`config.mk`:
```
export PLATFORM = sky130hd
export DESIGN_NAME = ocr_ram
export DESIGN_NICKNAME = d
export VERILOG_FILES = /design/src/rtl/ocr_ram.sv
export SDC_FILE = /design/constraint.sdc
export NUM_CORES = 1
export LEC_CHECK = 0
export BUFFER_PORTS_ARGS = -buffer_cell sky130_fd_sc_hd__buf_4
export CAP_MARGIN = 25
export CORE_MARGIN = 10
export CORE_UTILIZATION = 55
export CTS_BUF_LIST = sky130_fd_sc_hd__clkbuf_8
export CTS_CLUSTER_SIZE = 24
export DETAILED_ROUTE_END_ITERATION = 8
export PLACE_DENSITY = 0.73
export SYNTH_ARGS = -nofsm -noshare
export SYNTH_HDL_FRONTEND = slang
export SYNTH_SLANG_ARGS = --single-unit
```
`constraint.sdc`:
```
create_clock -name clock -period 3.7 [get_ports clock]
set_input_delay 1.11 -clock clock [delete_from_list [all_inputs] [get_ports clock]]
set_output_delay 1.11 -clock clock [all_outputs]
set_load 0.01 [all_outputs]
```
`src/rtl/ocr_ram.sv`:
```
`default_nettype none

module ocr_ram #(
   parameter int WIDTH = 8,
   parameter int DEPTH = 16
) (
   input  wire logic                     clock,
   input  wire logic                     wr_en,
   input  wire logic [$clog2(DEPTH)-1:0] wr_addr,
   input  wire logic [WIDTH-1:0]         wr_data,
   input  wire logic                     rd_en,
   input  wire logic [$clog2(DEPTH)-1:0] rd_addr,
   output logic      [WIDTH-1:0]         rd_data
);

   logic [WIDTH-1:0] mem [DEPTH];

   always_ff @(posedge clock) begin
      if (wr_en) begin
         mem[wr_addr] <= wr_data;
      end
      if (rd_en) begin
         rd_data <= mem[rd_addr];
      end
   end

endmodule

`default_nettype wire

```
Yosys cells after proc, flatten, opt, wreduce, memory -nomap -nowiden:

Memories as Yosys holds them, arrays and structs flattened. A register that Yosys moved wholly into a read port is not among the register bits.
Cells that the tools add are included.

* bits in writable memories: 128
* output and inout bits: 8
* latch bits: 0
* bits in registers: 0
* memories kept: 1
* input port bits: 19
* ROM bits: 0

* shifts and indexed selects: 0
* eq/ne operators: 0
* $mul: 0
* multiplexer cells: 2
* reduce and logical (&&, ||, !) cells: 0
* bitwise gates (word level): 0
* div/mod/pow operators: 0
* add/subtract/negate cells: 0
* magnitude comparators: 0

Memory list
* mem: depth 16, width 8, read ports 1, clocked after Yosys merged registers in 1, wr ports 1, line 16 `logic [WIDTH-1:0] mem [DEPTH];`

Operators with widths (number)
* $mux 1: 2

Longest topological paths before layout:

* word-level depth: 2
* mapped depth: 5
* mapped depth without buffers: 3

Worst setup path before layout:

Ideal clock, no wire load.

* path type: input-to-reg
* start point: input port wr_addr[2]
* end point: memory mem[0][0], enable pin
* slack: 1.097 ns
* setup time: 0.383 ns
* path buffers: 0
* cell stages on the path: 2
* data arrival time: 2.220 ns
* cells stage by stage: or3b_2 nor3_1

RTL lines
* from (decl): line 9 `input wire logic [$clog2(DEPTH)-1:0] wr_addr,`
* to (decl): line 16

Straight into the memory's write port.

==> flow_metrics.env <==
export IMPL_status="complete, no violations"
export IMPL_arrival_ns=2.63
export IMPL_insertion_delay_ns=0.42
export IMPL_layout_drive_gt1_share_pct=30.9
export IMPL_hp_class="register to register"
export IMPL_cts_tree="yes"
export IMPL_core_um2=9240
export IMPL_yosys_warnings=0
export IMPL_vdd_drop_max_mv=0.318
export IMPL_post_cts_resize_count=0
export IMPL_ys_seq_area_share_pct=78.1
export IMPL_worst_slew_pin_slew_ns=0.884
export IMPL_routabilityCongestion=0.768
export IMPL_max_slew_margin_pct=40.8
export IMPL_crit_path_max_fanout=32
export IMPL_syn_num_nets=248
export IMPL_setup_violations=0
export IMPL_grt_setup_unrepaired="no"
export IMPL_drc_errors=0
export IMPL_routed_wl_um=9770
export IMPL_num_vias=2529
export IMPL_critPathKind="input pin to register"
export IMPL_critPathLaunch="rd_addr[0]"
export IMPL_syn_inst=229
export IMPL_layout_nets=298
export IMPL_final_max_slew_violation_count=0
export IMPL_area_delta_synth_final_pct=15.8
export IMPL_hold_violations=0
export IMPL_grt_pass1_wl_um=15300
export IMPL_die_w_um=117
export IMPL_r2r_start="mem[1][0]"
export IMPL_powerDensity_nw_per_um2=537
export IMPL_crit_path_top_delay_cell="mux4_1"
export IMPL_die_area_um2=13800
export IMPL_layout_min_cycle_time_ns=2.47
export IMPL_antenna_cells=0
export IMPL_crit_chain="buf_4 > mux4_1 > a22oi_1 > nand2_1"
export IMPL_firstDrtPassIters=5
export IMPL_start_kind="input pin"
export IMPL_htreeDepth=4
export IMPL_hold_start="mem[14][6]"
export IMPL_cpPeakStageDelay_ns=0.62
export IMPL_synth_area_leaders="edfxtp_1, mux4_2, mux4_1"
export IMPL_power_leakage_nw=2.03
export IMPL_critPathRequiredTime_ns=3.86
export IMPL_ant_nets=0
export IMPL_rows=35
export IMPL_finalClockSkew_ns=0.00784
export IMPL_fmax_mhz=405
export IMPL_clk_transition_reported_paths_ns=0.07
export IMPL_dp_hpwl_um=6170
export IMPL_synth_simple_area_share_pct=3.14
export IMPL_avgSynthCellArea_um2=22.8
export IMPL_tns_ns=0
export IMPL_ys_ff_latch=136
export IMPL_critPathBufInv=1
export IMPL_final_util_pct=65.5
export IMPL_start_util_pct=56.6
export IMPL_clockRootBuffer="clkbuf_8"
export IMPL_final_cell_mix="edfxtp_1, buf_4, mux4_2"
export IMPL_grt_max_degree=33
export IMPL_pre_cts_ws_ns=0.786
export IMPL_post_drt_via_cell_ratio=6.02
export IMPL_synth_top_family_by_area="multiplexers"
export IMPL_grt_usage_pct=14.5
export IMPL_avgRoutedWirePerCell_um=23.3
export IMPL_yosys_area_top_type="edfxtp_1"
export IMPL_pin_count=27
export IMPL_fp_dieH_um=117
export IMPL_layout_setup_ws_ns=1.23
export IMPL_synth_adder_area_share_pct=0
export IMPL_grt_ovfl_total=0
export IMPL_muxShareOfSynthArea_pct=14.8
export IMPL_synth_compound_area_share_pct=2.30
export IMPL_io_buffers=26
export IMPL_crit_path_end_kind="register"
export IMPL_period_share_pct=66.7
export IMPL_synthXorXnorAreaFrac_pct=0
export IMPL_drt_iter0_markers=232
export IMPL_synth_distinct_cells=18
export IMPL_ctsHoldBuffers=0
export IMPL_maxCapViolations=0
export IMPL_grt_pass1_vias=2544
export IMPL_clock_path_buffers=2
export IMPL_crit_family="multiplexers"
export IMPL_numCtsBuffers=17
export IMPL_antenna_found_initial=0
export IMPL_clock_sinks=136
export IMPL_timing_hold_ws_ns=0.760
export IMPL_post_cts_buffers=0
export IMPL_synth_top_area_share_pct=78.1
export IMPL_final_common_cell="edfxtp_1"
export IMPL_syn_area_um2=5230
-- layer usage --
layer / routed length (µm) / vias to the layer above / share of wire [%] / global-route usage (%)
li1: - / 1078 / - / -
met4: 107 / 0 / 1.1 / 4.25
met3: 760 / 10 / 7.8 / 4.22
met5: 0 / - / 0 / 0
met1: 4270 / 1299 / 44 / 20.6
met2: 4630 / 142 / 47 / 21.4
-- worst reg2reg max path, cell delays in order, from the launching register on --
cell      delay [ns]
edfxtp_1        0.36
mux4_1          0.51
a22oi_1         0.23
nand2_1         0.13
-- power breakdown --
part | total (W) | switching [W] | leakage (nW) | internal (W)
registers | 0.00174 | 0.00000871 | 1.24 | 0.00173
clock network | 0.00134 | 0.000549 | 0.215 | 0.000793
logic | 0.000164 | 0.0000915 | 0.576 | 0.0000722
total | 0.00325 | 0.000649 | 2.03 | 0.00260
-- through the flow --
step                instances  cell area, µm²  total power (W)
floorplan                 229            5230          0.00187
global placement          389            5610          0.00194
detailed placement        389            5610          0.00194
CTS                       420            6050          0.00326
global route              420            6050          0.00335
finish                    420            6050          0.00325
-- path summary, 6_finish.rpt --
path	end	slack (ns)	cells past startpoint
setup / recovery	rd_data[5]	1.23	4
hold / removal	rd_data[6]	0.76	3
setup reg to reg	rd_data[0]	2.20	3
hold reg to reg	rd_data[6]	0.76	3
-- cells in the mapped netlist (all sizes together) --
cell           count
nor3               4
mux4              32
nand3              1
nand2b             2
and2               1
buf                7
or3b               1
nand2              9
clkdlybuf4s25      3
nor2b              1
nand3b             2
a22oi             16
and2b              1
edfxtp           136
nor2              13
-- cell type report --
class / instances / area [µm²]
Fill cell: 595 / 3190
Timing Repair Buffer: 41 / 308
Clock buffer: 17 / 234
Multi-Input combinational cell: 83 / 1060
Clock inverter: 14 / 208
Tap cell: 129 / 161
Sequential cell: 136 / 4080
-- flip-flops by register name, indices dropped and copies added, names as in the netlist --
register,cells
mem,128
rd_data,8
-- logic make-up after synthesis --
group | after synthesis
AO/OA/AOI/OAI | 16
buffers and inverters | 10
flip-flops | 136
multiplexers | 32
AND/OR/NAND/NOR | 35
Power figures use the tool's default switching activity.
