==> config.mk <==
export PLATFORM = sky130hd
export DESIGN_NAME = ocr_window
export DESIGN_NICKNAME = d
export VERILOG_FILES = /design/src/rtl/ocr_pkg.sv /design/src/rtl/ocr_window.sv
export SDC_FILE = /design/constraint.sdc
export NUM_CORES = 1
export LEC_CHECK = 0
export ABC_AREA = 0
export BUFFER_PORTS_ARGS = -buffer_cell sky130_fd_sc_hd__buf_2
export CAP_MARGIN = 30
export CORE_MARGIN = 2
export CORE_UTILIZATION = 40
export CTS_BUF_LIST = sky130_fd_sc_hd__clkbuf_4
export DETAILED_ROUTE_END_ITERATION = 6
export SLEW_MARGIN = 30
export SYNTH_ARGS = -nofsm -noshare
export SYNTH_HDL_FRONTEND = slang
export SYNTH_SLANG_ARGS = --single-unit
export TNS_END_PERCENT = 5
==> constraint.sdc <==
create_clock -name clock -period 5.9 [get_ports clock]
set_input_delay 1.18 -clock clock [delete_from_list [all_inputs] [get_ports clock]]
set_output_delay 1.18 -clock clock [all_outputs]
set_load 0.02 [all_outputs]
==> src/rtl/ocr_pkg.sv <==
`default_nettype none

package ocr_pkg;

   // Sizing
   localparam int MAX_TASKS      = 1024;
   localparam int REORDER_WINDOW = 8;
   localparam int COORD_BITS     = 16;
   localparam int TASK_W         = $clog2(MAX_TASKS);
   localparam int CNT_W          = 11;
   localparam int COUNT_MAX      = 2047;
   localparam int OFF_W          = $clog2(REORDER_WINDOW + 1);
   localparam int SLOT_W         = (REORDER_WINDOW > 1) ? $clog2(REORDER_WINDOW) : 1;
   localparam int BOX_W          = 4 * COORD_BITS;

   typedef enum logic [1:0] {
      OP_BEGIN   = 2'd0,
      OP_LOAD    = 2'd1,
      OP_MARK    = 2'd2,
      OP_CONSUME = 2'd3
   } op_type;

   typedef enum logic [1:0] {
      OUT_TASK    = 2'd0,
      OUT_NONE    = 2'd1,
      OUT_RANGE   = 2'd2,
      OUT_ACCEPT  = 2'd3
   } outcome_type;

   typedef enum logic [1:0] {
      ST_RENDERING = 2'd0,
      ST_RENDERED  = 2'd1,
      ST_COLLECTED = 2'd2
   } status_type;

   typedef enum logic [2:0] {
      S_CLEAR,
      S_IDLE,
      S_SKIP_RD,
      S_SKIP_CHK,
      S_SCAN_RD,
      S_SCAN_CHK,
      S_DONE
   } state_type;

   typedef struct packed {
      op_type              operation;
      logic [9:0]          task_index;
      logic [10:0]         frame_task_count;
      logic signed [15:0]  box_left;
      logic signed [15:0]  box_top;
      logic signed [15:0]  box_right;
      logic signed [15:0]  box_bottom;
   } req_type;

   typedef struct packed {
      outcome_type outcome;
      logic [9:0]  collected_task;
      logic        was_reordered;
   } rsp_type;

   typedef struct packed {
      logic signed [COORD_BITS-1:0] bottom;
      logic signed [COORD_BITS-1:0] right;
      logic signed [COORD_BITS-1:0] top;
      logic signed [COORD_BITS-1:0] left;
   } box_type;

   // Window buffer control
   typedef struct packed {
      logic              store;
      logic [SLOT_W-1:0] slot;
      logic [OFF_W-1:0]  count;
   } win_ctl_type;

endpackage

`default_nettype wire

==> src/rtl/ocr_window.sv <==
`default_nettype none

module ocr_window
   import ocr_pkg::*;
(
   input  wire logic        clock,
   input  wire win_ctl_type ctl,
   input  wire box_type     box,
   output logic             overlap
);

   box_type slot_ff [REORDER_WINDOW];

   function automatic logic boxes_hit(input box_type a, input box_type b);
      return (a.left < b.right) && (b.left < a.right) &&
             (a.top < b.bottom) && (b.top < a.bottom);
   endfunction

   // boxes of the window entries scanned so far
   always_ff @(posedge clock) begin
      if (ctl.store) begin
         slot_ff[ctl.slot] <= box;
      end
   end

   // candidate against every filled slot
   always_comb begin
      overlap = 1'b0;
      for (int k = 0; k < REORDER_WINDOW; k++) begin
         if ((OFF_W'(k) < ctl.count) && boxes_hit(slot_ff[k], box)) begin
            overlap = 1'b1;
         end
      end
   end

endmodule

`default_nettype wire

# --- Word level (Yosys, flattened, before mapping) ---
# Memory sizes are Yosys's and may differ from the RTL's.
# Index checks and enable logic that the tools add are counted.
# Widths: inputs -> output; s select.
totals:
  wordCells: 83
  inputBits: 73
  ramBits: 512
  output_inout_bits: 1
  register_bits: 0
  n_memories: 1
classes:
  muxes: 10
  n_reduce_logical: 32
  n_lt_le_gt_ge: 40
memory_table:
  columns: ["memory", "depth", "word_bits", "read_ports", "rd_clocked_by_memory_dff", "wr", "line", "source"]
  rows:
  - ["slot_ff", 8, 64, 8, 0, 1, "ocr_window.sv:12", "box_type slot_ff [REORDER_WINDOW];"]
op_table:
  columns: ["op", "n"]
  rows:
  - ["$lt 16x16->1", 32]
  - ["$logic_and 1x1->1", 32]
  - ["$lt 3x4->1 const A", 4]
  - ["$mux 1", 10]
  - ["$lt 1x4->1 const A", 2]
  - ["$lt 2x4->1 const A", 2]

# --- Depth between registers and ports, before layout ---
depth:
  word_depth: 13
  mapped_depth: 10
  ltp_nobuf: 10

# --- Worst setup path before layout ---
# OpenSTA, ideal clock, no wires.
synth_timing:
  kind: "input port to flip-flop"
  startpoint: "input ctl[4] (netlist name)"
  endpoint: "memory slot_ff[0][0] (netlist name) (enable)"
  setup_slack_ps: -374
  required_ps: 5335
  stages: 2
  n_path_buf: 0
  setup_time_ps: 565
  arrival_ps: 5709
  path_cell_list: "nand2b_1 nor3_1"
synth_lines:
  columns: ["item", "line", "source"]
  rows:
  - ["from (decl)", "ocr_window.sv:7", "input wire win_ctl_type ctl,"]
  - ["to (decl)", "ocr_window.sv:12", null]
# Straight into the memory's write port.

==> results.toml <==
[clock_tree]
cts_setup_buffers = 0
cts_tree = "yes"
root_buffer = "clkbuf_4"
clk_pin_slew_ns = 0.07
h-tree-depth = 4
cts-resized-gates = 0
clock_path_buffers = 3
clkSinkCount = 512
numCtsBuffers = 140
hold_buffers = 0

[logic_synthesis]
synth_top_area_share_pct = 57.2
synthTopCellsByArea = "edfxtp_1, ha_1, inv_1"
synth_most_common_cell = "edfxtp_1"
synthCells = 2038
syn_area_per_cell_um2 = 13.2
synth_top_flop_cell = "edfxtp_1"
synth_cell_types = 53
synth_area_mm2 = 0.0269
syn_nets = 2591
ys_ff_latch = 512
ys_warn_count = 0
synthArstFlopShare_pct = 0
synth_common_cells = "edfxtp_1, ha_1, inv_1"
synth-edff-count = 512
yosysTopAreaCell = "edfxtp_1"
synth-seq-area-share_pct = 57.2

[grt]
track_usage_pct = 19.3
overflow = 0
grt_pass1_wl_mm = 100
grt_max_degree = 65
grt_pass1_vias = 18000
antenna_found_initial = 3

[detailed_routing]
firstDrtPassIters = 7
drt_wl_total_mm = 66.1
viasPerCell = 5.30
vias = 17300
remaining_drc_errors = 0
wire_per_inst_um = 20.3
ant_nets = 0
initialDrtViolationCount = 1052

[timing]
fin_crit_sh_pct = 92.1
rsz0062_at_grt = "no"
drv_slew = 0
finalSetupViolCount = 0
whs_ns = 0.506
tightest_slew_ns = 0.823
relSlewSlack_pct = 45.1
finalCriticalPeriod_ns = 5.43
setup_tns_ns = 0
clock.fmax_mhz = 184
finalHoldViolations = 0

[pwr]
p_int_uw = 6240
pwr-share-clk_pct = 40.0
combPwrFrac_pct = 10.0
max-vdd-ir-drop_mv = 0.176
p_sw_uw = 2070
leakagePower_uw = 0.0131
p_sw_share_pct = 24.9
p_seq_share_pct = 50.1
power.density_mw_per_mm2 = 272

[placement]
post_dp_cell_area_mm2 = 0.0287
dp_cells = 3013
place_hpwl_mm = 44.4
port_buffers = 73
place.gp.congestion = 0.808

[run_status]
status = "completed"

[flow_run]
cap_violations = 0

[die]
die_w_um = 263
rows = 95
initial_core_util_pct = 40.2
die_y_um = 263
io_pins = 74
core_mm2 = 0.0669
die_area_mm2 = 0.0693

[worst_hold_path]
hold_end = "slot_ff[5][63]"
hold_depth = 1
min_from = "box[63]"
min_path_type = "primary input to register"

[setup_path]
critPathCaptureType = "output pin"
worstPathMaxFanout = 2
path_class = "register to output pin"
startpoint_type = "register"
cp.arrival_ns = 4.25
worstPathRequired_ns = 4.72

[finish]
largest_register_ffs = 512
area_growth_pct = 13.4
regMostFlops = "slot_ff"
utilization_pct = 45.6
fin_area_mm2 = 0.0305
drive_gt1_share_pct = 14.3
finalNetCount = 2835
top_regs = "slot_ff: 512 flops"
layout.cells.non_filler = 3256
-- worst max-delay path, stage by stage (launching register included) --
cell,delay (ns)
edfxtp_1,0.38
inv_1,0.06
ha_1,0.23
a21o_1,0.19
a2111oi_2,0.35
o21ai_1,0.14
or4b_1,0.60
or4_1,0.48
nor4_1,0.28
a2111oi_0,0.10
o211ai_1,0.20
buf_2,0.23
-- cell usage in the layout, fill, tap and decap left out, types with 7 or more instances in the layout --
cell type / instances
nand4_1: 37
o21ai_1: 9
clkinv_1: 17
nor4_1: 7
nor3_1: 31
clkbuf_4: 200
nor2_1: 64
nand2_1: 60
ha_1: 480
buf_4: 24
nor3b_1: 9
buf_2: 73
nand3_1: 47
nor2b_1: 25
a21oi_1: 125
mux2i_1: 9
a211oi_1: 22
inv_1: 292
a31oi_1: 17
and3_1: 7
a21o_1: 58
o21ai_0: 80
edfxtp_1: 512
nand2b_1: 25
o211ai_1: 16
a2111oi_0: 15
-- per-stage QoR --
step	setup slack, ns	total power [uW]
global route	0.245	8690
finish	0.469	8300
CTS	0.329	8410
detailed placement	0.447	5070
global placement	0.475	5030
floorplan	-0.310	4700
-- kinds of logic after synthesis --
group / count (synthesis) / synth area share [%]
adders and majority gates: 480 / 22.3
DFF: 512 / 57.2
buffers and inverters: 293 / 4.09
AOI/OAI and AO/OA: 400 / 9.45
muxes: 10 / 0.377
and+or+nand+nor: 343 / 6.57
-- cell type report --
type / count / area, um2
Antenna cell: 6 / 15.0
Clock buffer: 200 / 1500
Clock inverter: 37 / 312
Fill cell: 6036 / 36400
Inverter: 292 / 1100
Multi-Input combinational cell: 1233 / 10500
Sequential cell: 512 / 15400
Tap cell: 873 / 1090
Timing Repair Buffer: 103 / 629
-- routing by layer --
metal / GRT usage (%) / share of wire [%]
met5: 0 / 0
met4: 8.74 / 3.2
met3: 3.92 / 4.5
met2: 33.9 / 51
met1: 22.7 / 42
-- power by group through the flow --
stage | Combinational [uW] | Clock [uW] | Sequential, uW
5_1_grt | 940 | 3590 | 4160
4_1_cts | 839 | 3410 | 4160
3_3_place_gp | 800 | 0 | 4230
6_report | 826 | 3320 | 4160
2_1_floorplan | 468 | 0 | 4230
3_5_place_dp | 834 | 0 | 4230
-- how the worst max path moves through the flow --
stage,startpoint,end,slack (ns)
after floorplan,ctl[5],slot_ff[1][0],-0.31
after global placement,box[18],overlap,0.47
after detailed placement,box[22],overlap,0.45
after CTS,slot_ff[7][61],overlap,0.33
after global routing,slot_ff[7][61],overlap,0.24
final,slot_ff[7][61],overlap,0.47
(Power assumes the default switching activity.)
